File: src/tkl_pkg.sv
// Shared types, byte codes and token kinds for the terminal key lexer.
package tkl_pkg;

  localparam int TKL_MODIFIER_LIMIT = 16;
  localparam int TKL_FIFO_DEPTH     = 4;

  typedef enum logic [3:0] {
    TK_END       = 4'd0,
    TK_TEXT      = 4'd1,
    TK_UNSUP     = 4'd2,
    TK_INTR      = 4'd3,
    TK_ACCEPT    = 4'd4,
    TK_ESCAPE    = 4'd5,
    TK_BACKSPACE = 4'd6,
    TK_DELETE    = 4'd7,
    TK_UP        = 4'd8,
    TK_DOWN      = 4'd9,
    TK_RIGHT     = 4'd10,
    TK_LEFT      = 4'd11,
    TK_HOME      = 4'd12,
    TK_ENDKEY    = 4'd13
  } tkl_kind_t;

  typedef struct packed {
    logic        valid;
    tkl_kind_t   kind;
    logic [20:0] cp;
    logic        last;
  } tkl_tok_t;

  localparam logic [7:0] CH_ETX      = 8'h03;
  localparam logic [7:0] CH_BS       = 8'h08;
  localparam logic [7:0] CH_LF       = 8'h0A;
  localparam logic [7:0] CH_CR       = 8'h0D;
  localparam logic [7:0] CH_ESC      = 8'h1B;
  localparam logic [7:0] CH_SPACE    = 8'h20;
  localparam logic [7:0] CH_MINUS    = 8'h2D;
  localparam logic [7:0] CH_ZERO     = 8'h30;
  localparam logic [7:0] CH_NINE     = 8'h39;
  localparam logic [7:0] CH_SEMI     = 8'h3B;
  localparam logic [7:0] CH_A        = 8'h41;
  localparam logic [7:0] CH_B        = 8'h42;
  localparam logic [7:0] CH_C        = 8'h43;
  localparam logic [7:0] CH_D        = 8'h44;
  localparam logic [7:0] CH_F        = 8'h46;
  localparam logic [7:0] CH_H        = 8'h48;
  localparam logic [7:0] CH_LBRACKET = 8'h5B;
  localparam logic [7:0] CH_TILDE    = 8'h7E;
  localparam logic [7:0] CH_DEL      = 8'h7F;

  // Kind of a single ASCII byte (ESC handled by the caller).
  function automatic tkl_kind_t ascii_kind(input logic [7:0] b);
    tkl_kind_t k;
    k = TK_UNSUP;
    if (b == CH_ETX) k = TK_INTR;
    else if (b == CH_BS) k = TK_DELETE;
    else if (b == CH_DEL) k = TK_BACKSPACE;
    else if (b == CH_LF || b == CH_CR) k = TK_ACCEPT;
    else if (b inside {[CH_SPACE:CH_TILDE]}) k = TK_TEXT;
    return k;
  endfunction

endpackage

File: src/tkl_lexer.sv
// Lexer state and per-byte decode: up to two tokens per item.
module tkl_lexer import tkl_pkg::*; #(
  parameter int MODIFIER_LIMIT = TKL_MODIFIER_LIMIT
) (
  input  logic       clk,
  input  logic       rst_n,
  input  logic       fire,
  input  logic [7:0] data_byte,
  input  logic       buffer_end,
  output tkl_tok_t   tok0,
  output tkl_tok_t   tok1
);

  localparam int CW = $clog2(MODIFIER_LIMIT + 1);

  typedef enum logic [4:0] {
    PH_IDLE    = 5'b00001,
    PH_UTF8    = 5'b00010,
    PH_ESC     = 5'b00100,
    PH_CSI     = 5'b01000,
    PH_DISCARD = 5'b10000
  } phase_t;

  phase_t          phase_r, phase_nxt;
  logic [20:0]     acc_r, acc_nxt;
  logic [1:0]      left_r, left_nxt;
  logic [CW-1:0]   mcount_r, mcount_nxt;
  logic [7:0]      mval_r, mval_nxt;
  logic            mneg_r, mneg_nxt;
  logic            innum_r, innum_nxt;

  // idle-byte decode, shared by the idle and after-ESC paths
  tkl_tok_t        idle_tok;
  phase_t          idle_phase;
  logic [20:0]     idle_acc;
  logic [1:0]      idle_left;

  logic [20:0]     acc_shift;
  logic [1:0]      left_dec;
  logic            digit;
  logic [11:0]     mval_mac;
  tkl_kind_t       fin_kind;
  tkl_tok_t        t0, t1;

  always_comb begin
    idle_tok   = '0;
    idle_phase = PH_IDLE;
    idle_acc   = acc_r;
    idle_left  = left_r;
    if (!data_byte[7]) begin
      if (data_byte == CH_ESC) begin
        idle_phase = PH_ESC;
      end else begin
        idle_tok.valid = 1'b1;
        idle_tok.kind  = ascii_kind(data_byte);
        idle_tok.cp    = (ascii_kind(data_byte) == TK_TEXT) ? {13'd0, data_byte} : 21'd0;
      end
    end else if (data_byte inside {[8'hC2:8'hDF]}) begin
      idle_acc   = {16'd0, data_byte[4:0]};
      idle_left  = 2'd1;
      idle_phase = PH_UTF8;
    end else if (data_byte inside {[8'hE0:8'hEF]}) begin
      idle_acc   = {17'd0, data_byte[3:0]};
      idle_left  = 2'd2;
      idle_phase = PH_UTF8;
    end else if (data_byte inside {[8'hF0:8'hF4]}) begin
      idle_acc   = {18'd0, data_byte[2:0]};
      idle_left  = 2'd3;
      idle_phase = PH_UTF8;
    end else begin
      idle_tok.valid = 1'b1;
      idle_tok.kind  = TK_END;
      idle_phase     = PH_DISCARD;
    end
  end

  assign acc_shift = {acc_r[14:0], data_byte[5:0]};
  assign left_dec  = left_r - 2'd1;
  assign digit     = (data_byte >= CH_ZERO) && (data_byte <= CH_NINE);
  assign mval_mac  = {4'd0, mval_r} * 12'd10 + {8'd0, data_byte[3:0]};

  // final byte of a control sequence
  always_comb begin
    case (data_byte)
      CH_A:     fin_kind = TK_UP;
      CH_B:     fin_kind = TK_DOWN;
      CH_C:     fin_kind = TK_RIGHT;
      CH_D:     fin_kind = TK_LEFT;
      CH_F:     fin_kind = TK_ENDKEY;
      CH_H:     fin_kind = TK_HOME;
      CH_TILDE: begin
        fin_kind = TK_UNSUP;
        if (mcount_r != '0 && !mneg_r) begin
          case (mval_r)
            8'd1, 8'd7: fin_kind = TK_HOME;
            8'd3:       fin_kind = TK_DELETE;
            8'd4, 8'd8: fin_kind = TK_ENDKEY;
            default:    fin_kind = TK_UNSUP;
          endcase
        end
      end
      default:  fin_kind = TK_UNSUP;
    endcase
  end

  always_comb begin
    phase_nxt  = phase_r;
    acc_nxt    = acc_r;
    left_nxt   = left_r;
    mcount_nxt = mcount_r;
    mval_nxt   = mval_r;
    mneg_nxt   = mneg_r;
    innum_nxt  = innum_r;
    t0         = '0;
    t1         = '0;

    if (buffer_end) begin
      case (phase_r)
        PH_ESC: begin
          t0.valid = 1'b1; t0.kind = TK_ESCAPE;
          t1.valid = 1'b1; t1.kind = TK_END;
        end
        PH_CSI: begin
          t0.valid = 1'b1; t0.kind = TK_UNSUP;
          t1.valid = 1'b1; t1.kind = TK_END;
        end
        PH_DISCARD: ;
        default: begin
          t0.valid = 1'b1; t0.kind = TK_END;
        end
      endcase
      phase_nxt  = PH_IDLE;
      acc_nxt    = '0;
      left_nxt   = '0;
      mcount_nxt = '0;
      mval_nxt   = '0;
      mneg_nxt   = 1'b0;
      innum_nxt  = 1'b0;
    end else begin
      case (phase_r)
        PH_UTF8: begin
          if (data_byte[7:6] != 2'b10) begin
            t0.valid  = 1'b1; t0.kind = TK_END;
            phase_nxt = PH_DISCARD;
          end else begin
            acc_nxt  = acc_shift;
            left_nxt = left_dec;
            if (left_dec == 2'd0) begin
              if (acc_shift < 21'h80 || acc_shift > 21'h10FFFF) begin
                t0.valid  = 1'b1; t0.kind = TK_END;
                phase_nxt = PH_DISCARD;
              end else begin
                t0.valid  = 1'b1; t0.kind = TK_TEXT; t0.cp = acc_shift;
                phase_nxt = PH_IDLE;
              end
            end
          end
        end
        PH_ESC: begin
          if (data_byte == CH_LBRACKET) begin
            phase_nxt  = PH_CSI;
            mcount_nxt = '0;
            mval_nxt   = '0;
            mneg_nxt   = 1'b0;
            innum_nxt  = 1'b0;
          end else begin
            // lone ESC, then the byte is lexed afresh
            t0.valid  = 1'b1; t0.kind = TK_ESCAPE;
            t1        = idle_tok;
            phase_nxt = idle_phase;
            acc_nxt   = idle_acc;
            left_nxt  = idle_left;
          end
        end
        PH_CSI: begin
          if (data_byte == CH_MINUS || (digit && !innum_r)) begin
            if (mcount_r >= CW'(MODIFIER_LIMIT)) begin
              t0.valid  = 1'b1; t0.kind = TK_UNSUP;
              phase_nxt = PH_IDLE;
            end else begin
              mcount_nxt = mcount_r + CW'(1);
              innum_nxt  = 1'b1;
              if (mcount_r == '0) begin
                mval_nxt = digit ? {4'd0, data_byte[3:0]} : 8'd0;
                mneg_nxt = (data_byte == CH_MINUS);
              end
            end
          end else if (digit) begin
            if (mcount_r == CW'(1)) begin
              mval_nxt = (mval_mac > 12'd255) ? 8'd255 : mval_mac[7:0];
            end
          end else if (data_byte == CH_SEMI) begin
            innum_nxt = 1'b0;
          end else begin
            t0.valid  = 1'b1; t0.kind = fin_kind;
            phase_nxt = PH_IDLE;
          end
        end
        PH_DISCARD: ;
        default: begin
          t0        = idle_tok;
          phase_nxt = idle_phase;
          acc_nxt   = idle_acc;
          left_nxt  = idle_left;
        end
      endcase
    end

    if (t1.valid) t1.last = 1'b1;
    else if (t0.valid) t0.last = 1'b1;
  end

  assign tok0 = t0;
  assign tok1 = t1;

  always_ff @(posedge clk) begin
    if (!rst_n) begin
      phase_r  <= PH_IDLE;
      acc_r    <= '0;
      left_r   <= '0;
      mcount_r <= '0;
      mval_r   <= '0;
      mneg_r   <= 1'b0;
      innum_r  <= 1'b0;
    end else if (fire) begin
      phase_r  <= phase_nxt;
      acc_r    <= acc_nxt;
      left_r   <= left_nxt;
      mcount_r <= mcount_nxt;
      mval_r   <= mval_nxt;
      mneg_r   <= mneg_nxt;
      innum_r  <= innum_nxt;
    end
  end

  a_second_needs_first: assert property (@(posedge clk) disable iff (!rst_n)
    tok1.valid |-> tok0.valid)
    else $error("second token without a first");

  a_discard_silent: assert property (@(posedge clk) disable iff (!rst_n)
    fire && phase_r == PH_DISCARD && !buffer_end |-> !tok0.valid)
    else $error("token produced while discarding");

  a_marker_idles: assert property (@(posedge clk) disable iff (!rst_n)
    fire && buffer_end |=> phase_r == PH_IDLE)
    else $error("end marker did not return lexer to idle");

endmodule

File: src/tkl_tok_fifo.sv
// Token queue: takes up to two tokens a cycle, hands out one.
module tkl_tok_fifo import tkl_pkg::*; (
  input  logic     clk,
  input  logic     rst_n,
  input  logic     push_en,
  input  tkl_tok_t tok0,
  input  tkl_tok_t tok1,
  output logic     room,
  output logic     out_valid,
  input  logic     out_ready,
  output tkl_tok_t head
);

  localparam int DEPTH = TKL_FIFO_DEPTH;
  localparam int PW    = $clog2(DEPTH);
  localparam int NW    = $clog2(DEPTH + 1);

  tkl_tok_t        mem [DEPTH];
  logic [PW-1:0]   wr_ptr_r, wr_ptr_nxt;
  logic [PW-1:0]   rd_ptr_r, rd_ptr_nxt;
  logic [NW-1:0]   count_r, count_nxt;
  logic            w0, w1, pop;
  logic [1:0]      push_n;

  assign w0     = push_en && tok0.valid;
  assign w1     = push_en && tok1.valid;
  assign push_n = {1'b0, w0} + {1'b0, w1};
  assign pop    = out_valid && out_ready;

  assign wr_ptr_nxt = wr_ptr_r + PW'(push_n);
  assign rd_ptr_nxt = rd_ptr_r + PW'(pop);
  assign count_nxt  = count_r + NW'(push_n) - NW'(pop);

  assign room      = count_r <= NW'(DEPTH - 2);
  assign out_valid = count_r != '0;
  assign head      = mem[rd_ptr_r];

  always_ff @(posedge clk) begin
    if (w0) mem[wr_ptr_r] <= tok0;
    if (w1) mem[wr_ptr_r + PW'(1)] <= tok1;
  end

  always_ff @(posedge clk) begin
    if (!rst_n) begin
      wr_ptr_r <= '0;
      rd_ptr_r <= '0;
      count_r  <= '0;
    end else begin
      wr_ptr_r <= wr_ptr_nxt;
      rd_ptr_r <= rd_ptr_nxt;
      count_r  <= count_nxt;
    end
  end

  a_no_overflow: assert property (@(posedge clk) disable iff (!rst_n)
    w0 |-> count_r <= NW'(DEPTH - 2))
    else $error("token queue written without room for two");

  a_count_bound: assert property (@(posedge clk) disable iff (!rst_n)
    count_r <= NW'(DEPTH))
    else $error("token queue count out of range");

  a_pair_order: assert property (@(posedge clk) disable iff (!rst_n)
    w1 |-> w0)
    else $error("second token written without the first");

endmodule

File: src/terminal_key_input_lexer.sv
// Top level of the terminal key lexer: input register, lexer and token queue.
//
// Slave stream in_*: one raw terminal byte per item in in_tdata; an item with
// in_tlast high carries no byte and marks the end of an input buffer.
// Master stream out_*: key tokens, kind and code point in out_tdata, with
// out_tlast high on the final token caused by one input item. An item gives
// zero, one or two tokens.
// A token passes through the input register, then the lexer decode into the
// token queue, before it is offered; the item waits in the input register
// while the queue lacks room.
// Throughput: one item per cycle while the receiver keeps up; the limit is
// the four-entry token queue, which must have room for two tokens before
// the lexer consumes the registered item.
// Reset (rst_n low, synchronous) empties the queue and returns the lexer to
// idle. When the receiver stalls, tokens wait in the queue; once it holds
// more than two, the lexer holds its item and in_tready drops, with no token
// lost or repeated.
module terminal_key_input_lexer import tkl_pkg::*; #(
  parameter int MODIFIER_LIMIT = TKL_MODIFIER_LIMIT
) (
  input  logic        clk,
  input  logic        rst_n,
  input  logic        in_tvalid,
  output logic        in_tready,
  input  logic [7:0]  in_tdata,   // [7:0] data_byte
  input  logic        in_tlast,   // buffer_end
  output logic        out_tvalid,
  input  logic        out_tready,
  output logic [31:0] out_tdata,  // [3:0] token_kind, [24:4] text_codepoint, rest zero
  output logic        out_tlast   // last_of_run
);

  logic       in_valid_r, in_valid_nxt;
  logic [7:0] in_byte_r;
  logic       in_end_r;
  logic       in_take;
  logic       room;
  logic       fire;       // lexer consumes the registered item
  tkl_tok_t   tok0, tok1;
  tkl_tok_t   head;

  assign fire      = in_valid_r && room;
  assign in_tready = !in_valid_r || fire;
  assign in_take   = in_tvalid && in_tready;

  always_comb begin
    in_valid_nxt = in_valid_r;
    if (in_take) in_valid_nxt = 1'b1;
    else if (fire) in_valid_nxt = 1'b0;
  end

  always_ff @(posedge clk) begin
    if (!rst_n) begin
      in_valid_r <= 1'b0;
    end else begin
      in_valid_r <= in_valid_nxt;
    end
  end

  // payload register, no reset
  always_ff @(posedge clk) begin
    if (in_take) begin
      in_byte_r <= in_tdata;
      in_end_r  <= in_tlast;
    end
  end

  tkl_lexer #(
    .MODIFIER_LIMIT(MODIFIER_LIMIT)
  ) u_lexer (
    .clk        (clk),
    .rst_n      (rst_n),
    .fire       (fire),
    .data_byte  (in_byte_r),
    .buffer_end (in_end_r),
    .tok0       (tok0),
    .tok1       (tok1)
  );

  tkl_tok_fifo u_fifo (
    .clk       (clk),
    .rst_n     (rst_n),
    .push_en   (fire),
    .tok0      (tok0),
    .tok1      (tok1),
    .room      (room),
    .out_valid (out_tvalid),
    .out_ready (out_tready),
    .head      (head)
  );

  assign out_tdata = {7'd0, head.cp, head.kind};
  assign out_tlast = head.last;

endmodule
File: config.mk
export PLATFORM = sky130hd
export DESIGN_NAME = terminal_key_input_lexer
export DESIGN_NICKNAME = d
export VERILOG_FILES = /design/src/tkl_pkg.sv /design/src/tkl_lexer.sv /design/src/tkl_tok_fifo.sv /design/src/terminal_key_input_lexer.sv
export SDC_FILE = /design/constraint.sdc
export NUM_CORES = 1
export LEC_CHECK = 0
export ABC_AREA = 0
export BUFFER_PORTS_ARGS = -buffer_cell sky130_fd_sc_hd__buf_2
export CORE_AREA = 5 5 105 156
export CTS_CLUSTER_DIAMETER = 40
export DETAILED_ROUTE_END_ITERATION = 12
export DIE_AREA = 0 0 110 161
export HOLD_SLACK_MARGIN = 0.03
export PLACE_DENSITY = 0.77
export SETUP_SLACK_MARGIN = 0.3
export SLEW_MARGIN = 15
export SYNTH_ARGS = -nofsm -noshare
export SYNTH_HDL_FRONTEND = slang
export SYNTH_SLANG_ARGS = --single-unit
export TNS_END_PERCENT = 100
File: constraint.sdc
create_clock -name clk -period 5.9 [get_ports clk]
set_input_delay 0.885 -clock clk [delete_from_list [all_inputs] [get_ports clk]]
set_output_delay 0.885 -clock clk [all_outputs]
set_load 0.01 [all_outputs]
==> reports/metrics.sh, run 1 <==
DETAILROUTE.WIRELENGTH.MET3_MM=1.14
SYNTH_SEQ_AREA_SHARE=0.427
YS_ASYNC_SR_FRACTION=0
YS_DOMINANT_REG_CELL='dfxtp_1'
SYNTH.YOSYS.WARNINGS=0
DIE_AREA_MM2=0.0177
CLK_TRANSITION_REPORTED_PATHS_NS=0.07
GRT_START_MAX_NET_PINS=38
DETAIL-ROUTE-ANTENNA-NETS=0
POST_CTS_RESIZED=0
FINAL.MIN_CLOCK_PERIOD_NS=4.09
SYNTHESIS.AREA_PER_INSTANCE_UM2=9.20
RRSETUPSLACK_NS=1.81
PORT-BUFFER-COUNT=40
WORST-PATH-MAX-FANOUT=23
AREAGROWTHSYNTHTOFINISH_PCT=10.5
WORST_SKEW_PAIR_LATENCY_NS=0.43
SYNTH.CELL_AREA_MM2=0.00866
SKEW_NS=0.0110
CTS_TREE='done'
HPWL_MM=16.4
FP.COREAREA_MM2=0.0149
STARTING_DRC_COUNT_IN_DETAILED_ROUTING=624
CRIT_SLOWEST_CELL='edfxtp_1'
VDD_IR_DROP_MAX_mV=0.202
START_UTIL=0.580
FRACTION_OF_LAYOUT_INSTANCES_USING_A_DRIVE_STRENGTH_ABOVE_1=0.136
ROUTED.TOP_LAYER='met4'
INSERTEDDIODECOUNT=0
VIAS_AFTER_DETAILED_ROUTING=7289
SETUP_VIOL_COUNT_FINAL=0
DRV_CAP=0
WORST-SLEW-PIN-TRANSITION_NS=1.02
SYNTH-EDFF-COUNT=53
DR.PASS1.ITERS=7
CP.REQUIRED_NS=6.22
AVGROUTEDWIREPERCELL_UM=19.4
TOTALNEGATIVESETUPSLACK_NS=0
YOSYSUNIQUECELLTYPES=75
DRC=0
SLEW_VIOL_FINAL=0
SYNTH_CELLS=941
DIE_H_UM=161
DIE_WIDTH_UM=110
HOLD_PATH_CLASS='reg2reg'
NUM_IO_PINS=48
CRITPATHCAPTURETYPE='flip-flop'
TOTAL_LEAKAGE_POWER_nW=3.43
RELATIVE_SLEW_SLACK=0.321
GRT_REMAINING_OVERFLOW=0
WORST_SETUP_PATH_START_KIND='flip-flop'
LAYOUT.CELLS.MOST_COMMON_LIST='nand2_1 (144), dfxtp_1 (104), nor2_1 (75)'
POWER.DENSITY_mW_PER_MM2=292
YOSYS_REGISTER_BITS=158
TIMING.FMAX_MHz=245
CTS.REPAIR_TIMING.SETUP_BUFFER_COUNT=0
HTREE_LEVELS=4
POST_CTS_HOLD_BUFFER_COUNT=0
REPORT.POWER.TOTAL_W=0.00279
TIMING_HOLD_VIOLATIONS_FINAL=0
ROW_COUNT=55
NUMCTSBUFFERS=17
TIMING.CRITICAL_PATH.CELLS='nand3_1 -> nor4_1 -> a21oi_1 -> a211oi_2 -> nand2_1 -> nand2_1 -> a21oi_1 -> ha_1 -> ha_1 -> fa_1 -> xnor2_1 -> xnor2_1 -> and2_1'
MIN_PERIOD_OVER_PERIOD=0.692
GRT_USAGE=0.268
DETAIL_ROUTE.WIRELENGTH.MET1_MM=8.16
FIRST_GLOBAL_VIAS=7361
POST_DRT_VIA_CELL_RATIO=6.21
CTS_MAX_PATH_BUFFERS=2
CRITICALPATHCATEGORY='reg2reg'
STATUS='completed'
MET2_WIRELENGTH_MM=12.4
CLOCK_SINKS=158
NETS=1002
ANTENNA_VIOLATIONS_BEFORE_REPAIR=0
GRT_FIRST_PASS_WIRELENGTH_MM=37.2
POSTROUTEWIRELENGTH_MM=22.8
CRIT_PATH_MAX_INCR_DELAY_NS=0.83
PLACE_CONGESTION=0.951
CTS_ROOT_BUF='clkbuf_16'
LEADING_CELL_TYPE_IN_THE_LAYOUT_FILL_AND_TAPS_EXCLUDED='nand2_1'
CRITICAL_PATH_ARRIVAL_NS=4.40
RSZ0062_AT_GRT='no'
==> layer usage <==
metal | vias up | track usage
met1 | 3484 | 0.292
met2 | 288 | 0.486
met5 | - | 0
li1 | 3439 | -
met3 | 78 | 0.0424
met4 | 0 | 0.136
==> state kept, by name, indices dropped and copies added, names as in the netlist, 3 cells and up <==
register,count
u_fifo.mem,104
u_lexer.acc_r,15
in_byte_r,8
u_lexer.mval_r,8
u_lexer.mcount_r,5
u_lexer.phase_r,5
u_fifo.count_r,3
==> power breakdown <==
part | switching, W | internal, W | total [W]
combinational | 0.000243 | 0.000203 | 0.000447
sequential | 0.0000805 | 0.00116 | 0.00124
clock | 0.000488 | 0.000617 | 0.00110
total | 0.000811 | 0.00198 | 0.00279
==> kinds of logic after synthesis <==
family	count (synthesis)	share of synthesized area
other	1	0.000433
adder cells (fa/ha/maj)	28	0.0431
flip-flops	158	0.427
multiplexers	43	0.0876
AND/OR/NAND/NOR	405	0.227
AO/OA/AOI/OAI	206	0.156
buffers and inverters	83	0.0421
XOR/XNOR	17	0.0172
==> critical path, delay by kind of cell, from the launching register on <==
family          cells  cell delay, ns
compound gates      3            0.98
xor+xnor            2            0.27
fa+ha+maj           3            0.91
flops               1            0.83
simple gates        5            0.96
==> through the flow <==
step / cells / setup WS (ns) / hold WS, ns / utilization / area, um^2
after CTS: 1173 / 1.86 / 0.453 / 0.641 / 9570
after global routing: 1173 / 1.47 / 0.464 / 0.641 / 9570
final: 1173 / 1.81 / 0.451 / 0.641 / 9570
after detailed placement: 1141 / 1.89 / 0.444 / 0.601 / 8970
after floorplan: 947 / 2.50 / 0.429 / - / 8680
after global placement: 1141 / 1.91 / 0.435 / 0.601 / 8970
==> cells in the mapped netlist (6+ instances only) <==
library cell,n,share of area
o31a_1,6,0.0061
dfxtp_1,105,0.24
and2_1,26,0.019
buf_2,12,0.0069
inv_1,20,0.0087
nand2_1,144,0.062
ha_1,25,0.036
xnor2_1,10,0.010
nand2b_1,17,0.012
buf_4,8,0.0069
o21ai_1,20,0.012
mux2i_1,15,0.017
nor2b_1,31,0.022
clkbuf_1,37,0.016
o21ai_0,15,0.0087
nor4_1,11,0.0079
mux4_2,26,0.068
xor2_1,7,0.0071
o22ai_1,22,0.016
or2_2,6,0.0043
edfxtp_1,53,0.18
or3_1,6,0.0043
nor2_1,75,0.033
nor3_1,27,0.016
nand4_1,9,0.0065
nand3_1,28,0.016
a21oi_1,72,0.042
==> final timing paths <==
kind	startpoint	to	cells after the start
worst max register to register	in_byte_r[0]	u_fifo.count_r[2]	13
worst min register to register	u_fifo.mem[3][17]	u_fifo.mem[3][17]	2
worst min-delay path	u_fifo.mem[3][17]	u_fifo.mem[3][17]	2
worst max-delay path	in_byte_r[0]	u_fifo.count_r[2]	13
==> final cells by class <==
type,instances,area [um^2]
clock buffer,20,489
clock inverter,12,109
fill,1251,5360
inverter,21,78.8
multi-input combinational,706,4620
sequential,158,3690
tap,199,249
timing repair buffer,57,328
No activity file was read; power rests on OpenSTA's default activity.
==> run 2, diff against run 1 <==
Settings changed: ABC_AREA 0 to 1, CORE_AREA 5 5 105 156 to 5 5 110 163, DIE_AREA 0 0 110 161 to 0 0 115 168.
Clock period 5.9 ns to 4.2 ns, I/O delays scaled along.
==> run 2 against run 1 <==
Die area is 9.1% higher. Register-to-register slack worse by 1.1 ns. Worst hold slack worse by 0.075 ns. Via count is 25% higher. Fmax is 16% higher. First-iteration DRC count is 17% higher. Sequential power is 62% higher. Clock skew is 0.0018 ns higher. Final area is 9.7% higher. Critical path type unchanged. Largest power group unchanged.
==> reports/metrics.sh, run 2 <==
STATUS='completed'
WORST-PATH-MAX-FANOUT=27
CRIT_PATH_MAX_INCR_DELAY_NS=0.54
YOSYSTOPAREACELLSHARE=0.220
MIN_DELAY_WORST_ENDPOINT='in_byte_r[6]'
TIMING.FMAX_MHz=285
WORST_REG2REG_PATH_DEPTH=19
CTS_ROOT_BUF='clkbuf_16'
HOLDCRITSTARTPOINT='in_tdata[6]'
HOLDPATHSTAGES=1
SYNTH_CELLS=1389
YS_ASYNC_SR_FRACTION=0
SYNTH.YOSYS.WARNINGS=0
HOLD_PATH_CLASS='in2reg'
LAYOUT.CELLS.MOST_COMMON_LIST='nand2_1 (307), inv_1 (222), nor2_1 (179)'
TOP_REGISTER='u_fifo.mem'
RSZ0062_AT_GRT='no'
SKEW_NS=0.0128
AVGROUTEDWIREPERCELL_UM=16.6
REPORT.POWER.TOTAL_W=0.00542
WORST-SLEW-PIN-TRANSITION_NS=0.959
CRITICALPATHCATEGORY='reg2reg'
PLACE.DETAILED.INSTANCES=1597
DRC=0
LARGEST_REGISTER_FFS=104
AREAGROWTHSYNTHTOFINISH_PCT=9.65
DETAIL-ROUTE-ANTENNA-NETS=0
CRIT_SLOWEST_CELL='edfxtp_1'
POST_CTS_HOLD_BUFFER_COUNT=0
YOSYS.CELL_COUNT.TOP_TYPE='nand2_1'
GRT_FIRST_PASS_WIRELENGTH_MM=43.7
SYNTH.CELL_AREA_MM2=0.00957
DR.PASS1.ITERS=6
VDD_IR_DROP_MAX_mV=0.280
DRV_CAP=0
WORST_SKEW_PAIR_LATENCY_NS=0.43
GRT_START_MAX_NET_PINS=68
POWER.DENSITY_mW_PER_MM2=516
NUM_IO_PINS=48
SYNTH_COMMONEST_CELLS='nand2_1 (307), inv_1 (223), nor2_1 (179), dfxtp_1 (105), a21oi_1 (91)'
DIE_WIDTH_UM=115
DIE_AREA_MM2=0.0193
LEADING_CELL_TYPE_IN_THE_LAYOUT_FILL_AND_TAPS_EXCLUDED='nand2_1'
SETUP_VIOL_COUNT_FINAL=0
GRT_REMAINING_OVERFLOW=0
YOSYS_REGISTER_BITS=158
POST_CTS_RESIZED=0
START_UTIL=0.589
YOSYS.AREA.TOP_TYPE='dfxtp_1'
NUMCTSBUFFERS=17
SLEW_VIOL_FINAL=0
TIMING.CRITICAL_PATH.CELLS='inv_2 -> nand2_1 -> nor2_1 -> nand4_1 -> nand3_1 -> nand3_1 -> nand2_1 -> nand2_2 -> nand2_8 -> nand2_1 -> inv_1 -> ha_1 -> inv_1 -> ha_1 -> inv_1 -> fa_1 -> xor2_1 -> o21ai_0 -> a21oi_1'
SYNTH-EDFF-COUNT=53
WORST_R2R_ENDPOINT='u_fifo.count_r[2]'
SYNTH.TOP_CELLS.BY_AREA='dfxtp_1 (22%), edfxtp_1 (17%), nand2_1 (12%), inv_1 (8.7%), nor2_1 (7.0%)'
INSERTEDDIODECOUNT=0
ANTENNA_VIOLATIONS_BEFORE_REPAIR=0
WORST_HOLD_SLACK_AFTER_FINAL_LAYOUT_NS=0.376
MIN_PERIOD_OVER_PERIOD=0.837
VIAS_AFTER_DETAILED_ROUTING=9122
FRACTION_OF_LAYOUT_INSTANCES_USING_A_DRIVE_STRENGTH_ABOVE_1=0.0949
PLACED_AREA_MM2=0.00987
NETS=1451
FINALNONFILLERCELLS=1629
TOTALNEGATIVESETUPSLACK_NS=0
WORST_SETUP_PATH_START_KIND='flip-flop'
CRITPATHCAPTURETYPE='flip-flop'
RRSETUPSLACK_NS=0.69
FINAL.MIN_CLOCK_PERIOD_NS=3.51
SYNTHESIS.AREA_PER_INSTANCE_UM2=6.89
WORSTREG2REGSTART='in_byte_r[1]'
PORT-BUFFER-COUNT=40
TOP_REGS='u_fifo.mem: 104 flops, u_lexer.acc_r: 15 flops'
FINAL_DESIGN_AREA_NO_FILL_MM2=0.0105
GRT_USAGE=0.285
DIE_H_UM=168
POSTROUTEWIRELENGTH_MM=27.1
SYNTH_SEQ_AREA_SHARE=0.386
HPWL_MM=19.2
FP.COREAREA_MM2=0.0163
CP.REQUIRED_NS=4.56
PLACE_CONGESTION=0.923
FIRST_GLOBAL_VIAS=8827
CLK_TRANSITION_REPORTED_PATHS_NS=0.06
YOSYSUNIQUECELLTYPES=44
STARTING_DRC_COUNT_IN_DETAILED_ROUTING=728
CRITICAL_PATH_ARRIVAL_NS=3.87
CTS.REPAIR_TIMING.SETUP_BUFFER_COUNT=0
CLOCK_SINKS=158
YS_DOMINANT_REG_CELL='dfxtp_1'
HTREE_LEVELS=4
CTS_MAX_PATH_BUFFERS=2
RELATIVE_SLEW_SLACK=0.360
TIMING_HOLD_VIOLATIONS_FINAL=0
TOTAL_LEAKAGE_POWER_nW=5.48
CTS_TREE='done'
POST_DRT_VIA_CELL_RATIO=5.60
ROW_COUNT=57
[run 2: changes by cell type after synthesis, sizes merged, moves of 25 or more]
cell   before  now
nor2       75  191
o21ai      35   93
nand3      28   53
nor2b      31    0
nand2     144  319
and2       26    0
nand4       9   71
mux4       26    0
inv        20  231
[run 2: stage by stage]
step           utilization  setup WS [ns]
6_report             0.646          0.686
5_1_grt              0.646          0.469
4_1_cts              0.646          0.705
3_5_place_dp         0.607          0.737
3_3_place_gp         0.607          0.824
2_1_floorplan            -           1.14
[run 2: power breakdown]
group | switching (W) | internal (W)
clock | 0.000631 | 0.000990
combinational | 0.00117 | 0.000620
sequential | 0.000143 | 0.00186
[run 2: area by class of cell]
type / count / area [um^2]
multi-input cells: 935 / 4670
well taps: 206 / 258
flip-flops and latches: 158 / 3690
clock inverters: 12 / 154
clock buffers: 20 / 468
repair buffers: 63 / 373
fillers: 1475 / 5760
inverters: 235 / 882
[run 2: logic make-up (layout without fill, tap and decap cells)]
logic type / Yosys count / after routing / share of synthesized area
and+or+nand+nor: 651 / 651 / 0.302
other: 1 / 7 / 0.000392
buffers and inverters: 302 / 330 / 0.129
adders and majority gates: 28 / 28 / 0.0389
AOI/OAI and AO/OA: 243 / 243 / 0.139
xor gates and xnor gates: 6 / 6 / 0.00549
DFF: 158 / 158 / 0.386
[run 2: routing by layer]
layer  share of wire  track usage  vias to the layer above
met3           0.047       0.0363                       88
met5               0            0                        -
li1                -            -                     4541
met4           0.056        0.164                        0
met2            0.53        0.527                      306
met1            0.37        0.302                     4187
[run 2: worst max-delay path: cells and delay by family (launching register included)]
kind                       cells  cell delay, ns
adders and majority gates      3            0.90
buffers and inverters          4            0.44
xor gates and xnor gates       1            0.18
and+or+nand+nor                9            1.11
DFF                            1            0.54
AOI/OAI and AO/OA              2            0.25
[run 2: worst max-delay path by stage]
stage                      start                end
finish              in_byte_r[1]  u_fifo.count_r[2]
global route        in_byte_r[1]  u_fifo.count_r[2]
detailed placement  in_byte_r[1]  u_fifo.count_r[2]
CTS                 in_byte_r[1]  u_fifo.count_r[2]
global placement    in_byte_r[1]  u_fifo.count_r[2]
floorplan           in_byte_r[2]  u_fifo.count_r[2]
==> run 3, diff against run 2 <==
Settings changed: CORE_AREA 5 5 110 163 to 5 5 113 169, DIE_AREA 0 0 115 168 to 0 0 118 174, PLACE_DENSITY 0.77 to 0.76.
Clock period 4.2 ns to 2.95 ns, I/O delays scaled along.
==> run 3 against run 2 <==
Flip-flop and latch count stayed put. Die area is 6.3% higher. Global-route usage decreased by 1.7 points. Final cell count increased by 4.8%. Clock-buffer cell count unchanged. Combinational power rose by 55%. Critical path depth increased by 1. Register-to-register slack worse by 0.61 ns. Wire length up 2.9%. Sequential share of layout area is 2.6 points lower. Non-clock buffer count is 68 higher. Worst hold slack worse by 0.19 ns. Largest power group unchanged.
==> reports/metrics.sh, run 3 (synthesis gave the netlist of run 2 again) <==
POWER.DENSITY_mW_PER_MM2=686
CP.REQUIRED_NS=3.27
DR.PASS1.ITERS=5
FINAL.MIN_CLOCK_PERIOD_NS=2.87
TIMING_HOLD_VIOLATIONS_FINAL=0
HTREE_LEVELS=4
START_UTIL=0.545
NETS=1519
WORST_REG2REG_PATH_DEPTH=20
PORT-BUFFER-COUNT=40
CTS_ROOT_BUF='clkbuf_16'
CLOCK_SINKS=158
SEQUENTIAL_CELL_AREA_MM2=0.00370
GRT_FIRST_PASS_WIRELENGTH_MM=44.4
CRIT_SLOWEST_CELL='edfxtp_1'
PWR-SHARE-SEQ=0.363
INSERTEDDIODECOUNT=0
VDD_IR_DROP_MAX_mV=0.373
CLK_TRANSITION_REPORTED_PATHS_NS=0.07
TOTAL_LEAKAGE_POWER_nW=5.86
CRITICALPATHCATEGORY='reg2reg'
DRV_CAP=0
TOP_REGS='u_fifo.mem: 104 flops, u_lexer.acc_r: 15 flops'
ROW_COUNT=60
DIE_H_UM=174
POWER_REPORT.INTERNAL_TOTAL_W=0.00490
DIE_WIDTH_UM=118
VIAS_AFTER_DETAILED_ROUTING=9365
LEADING_CELL_TYPE_IN_THE_LAYOUT_FILL_AND_TAPS_EXCLUDED='nand2_1'
CTS_MAX_PATH_BUFFERS=2
MIN_DELAY_WORST_ENDPOINT='in_byte_r[6]'
HOLDCRITSTARTPOINT='in_tdata[6]'
RSZ0062_AT_GRT='yes'
DIE_AREA_MM2=0.0205
LARGEST_REGISTER_FFS=104
CTS_TREE='done'
NUM_IO_PINS=48
P_SW_FRAC=0.371
PLACE.DETAILED.INSTANCES=1653
WORSTREG2REGSTART='in_byte_r[6]'
REPORT.POWER.TOTAL_W=0.00780
STARTING_DRC_COUNT_IN_DETAILED_ROUTING=667
RELATIVE_SLEW_SLACK=0.314
WORST_SKEW_PAIR_LATENCY_NS=0.43
NUMCTSBUFFERS=17
WORST-SLEW-PIN-TRANSITION_NS=1.03
SETUP_VIOL_COUNT_FINAL=0
MULTI_INPUT_AREA_MM2=0.00493
GRT_USAGE=0.267
GATE_POWER_SHARE=0.355
FINALNONFILLERCELLS=1708
POST_CTS_HOLD_BUFFER_COUNT=0
CRIT_PATH_MAX_INCR_DELAY_NS=0.47
TIMING.CRITICAL_PATH.CELLS='inv_1 -> nand2_1 -> nor2_2 -> nand2_1 -> nand2_2 -> nand2_1 -> nand2_1 -> nand3_2 -> nand3_2 -> nand2_2 -> nand2_4 -> nand2_8 -> nand2_2 -> inv_2 -> ha_4 -> ha_4 -> fa_2 -> xor2_2 -> o21ai_1 -> a21oi_1'
POST_DRT_VIA_CELL_RATIO=5.48
CRITPATHCAPTURETYPE='flip-flop'
WORST_R2R_ENDPOINT='u_fifo.count_r[2]'
PLACED_AREA_MM2=0.0104
POWER_SWITCHING_W=0.00290
DETAIL-ROUTE-ANTENNA-NETS=0
HPWL_MM=19.6
ANTENNA_VIOLATIONS_BEFORE_REPAIR=0
STATUS='completed'
FIRST_GLOBAL_VIAS=9213
PLACE_CONGESTION=0.982
WORST_SETUP_PATH_START_KIND='flip-flop'
FP.COREAREA_MM2=0.0176
GRT_REMAINING_OVERFLOW=0
MIN_PERIOD_OVER_PERIOD=0.974
TIMING.FMAX_MHz=348
AREAGROWTHSYNTHTOFINISH_PCT=18.8
TOP_REGISTER='u_fifo.mem'
FRACTION_OF_LAYOUT_INSTANCES_USING_A_DRIVE_STRENGTH_ABOVE_1=0.174
WORST-PATH-MAX-FANOUT=4
CLOCK_POWER_SHARE=0.281
LAYOUT.CELLS.MOST_COMMON_LIST='nand2_1 (295), inv_1 (215), nor2_1 (169)'
AVGROUTEDWIREPERCELL_UM=16.3
NFILLCELLS=1622
RRSETUPSLACK_NS=0.08
POSTROUTEWIRELENGTH_MM=27.9
CRITICAL-PATH-TOP-CELL-BY-COUNT='nand2_1'
FINAL_DESIGN_AREA_NO_FILL_MM2=0.0114
SKEW_NS=0.0149
CRITICAL_PATH_ARRIVAL_NS=3.19
HOLDPATHSTAGES=1
SLEW_VIOL_FINAL=0
HOLD_PATH_CLASS='in2reg'
GRT_START_MAX_NET_PINS=68
DRC=0
## run 3: area by class of cell
class	instances	area share
clock buffers	20	0.0401
clock inverters	12	0.0108
inverters	235	0.0778
multi-input cells	935	0.434
flip-flops and latches	158	0.325
well taps	217	0.0239
repair buffers	131	0.0885
## run 3: stage by stage
step	TNS (ns)	util	hold slack [ns]	setup WS (ns)
floorplan	0	-	0.437	0.0387
global placement	0	0.589	0.448	0.0428
detailed placement	-0.00538	0.589	0.455	-0.00538
CTS	0	0.632	0.172	0.0675
global route	-0.0677	0.648	0.170	-0.0677
finish	0	0.648	0.182	0.0762
## run 3: worst max-delay path: cells and delay by family (launching register included)
family	cells	cell delay [ns]
flip-flops	1	0.47
AND/OR/NAND/NOR	12	0.98
XOR/XNOR	1	0.16
adder cells (fa/ha/maj)	3	0.78
AO/OA/AOI/OAI	2	0.18
buffers and inverters	2	0.17
## run 3: how the worst max path moves through the flow
stage | endpoint | startpoint | slack, ns
floorplan | u_fifo.count_r[2] | in_byte_r[1] | 0.04
global placement | u_lexer.mval_r[0] | u_lexer.mval_r[3] | 0.04
detailed placement | u_lexer.mval_r[6] | u_lexer.mval_r[3] | -0.005
CTS | u_fifo.count_r[2] | in_byte_r[6] | 0.07
global route | u_fifo.count_r[2] | in_byte_r[6] | -0.07
finish | u_fifo.count_r[2] | in_byte_r[6] | 0.08
## run 3: power groups by stage
stage	Combinational, W	Clock [W]	Sequential [W]
floorplan	0.00186	0	0.00284
global placement	0.00262	0	0.00286
detailed placement	0.00267	0	0.00288
CTS	0.00274	0.00222	0.00283
global route	0.00311	0.00232	0.00288
finish	0.00277	0.00220	0.00284
## run 3: repair_timing
item,CTS,global route
pin swaps,12,20
resized for setup,27,44
gates cloned,0,1
endpoints found under the setup margin,155,175
setup buffers,10,12
## run 3: layer usage
metal / share of wire / track usage / vias to the layer above
met5: 0 / 0 / -
met4: 0.063 / 0.173 / 0
met3: 0.050 / 0.0384 / 110
met2: 0.54 / 0.511 / 304
met1: 0.35 / 0.264 / 4279
li1: - / - / 4672
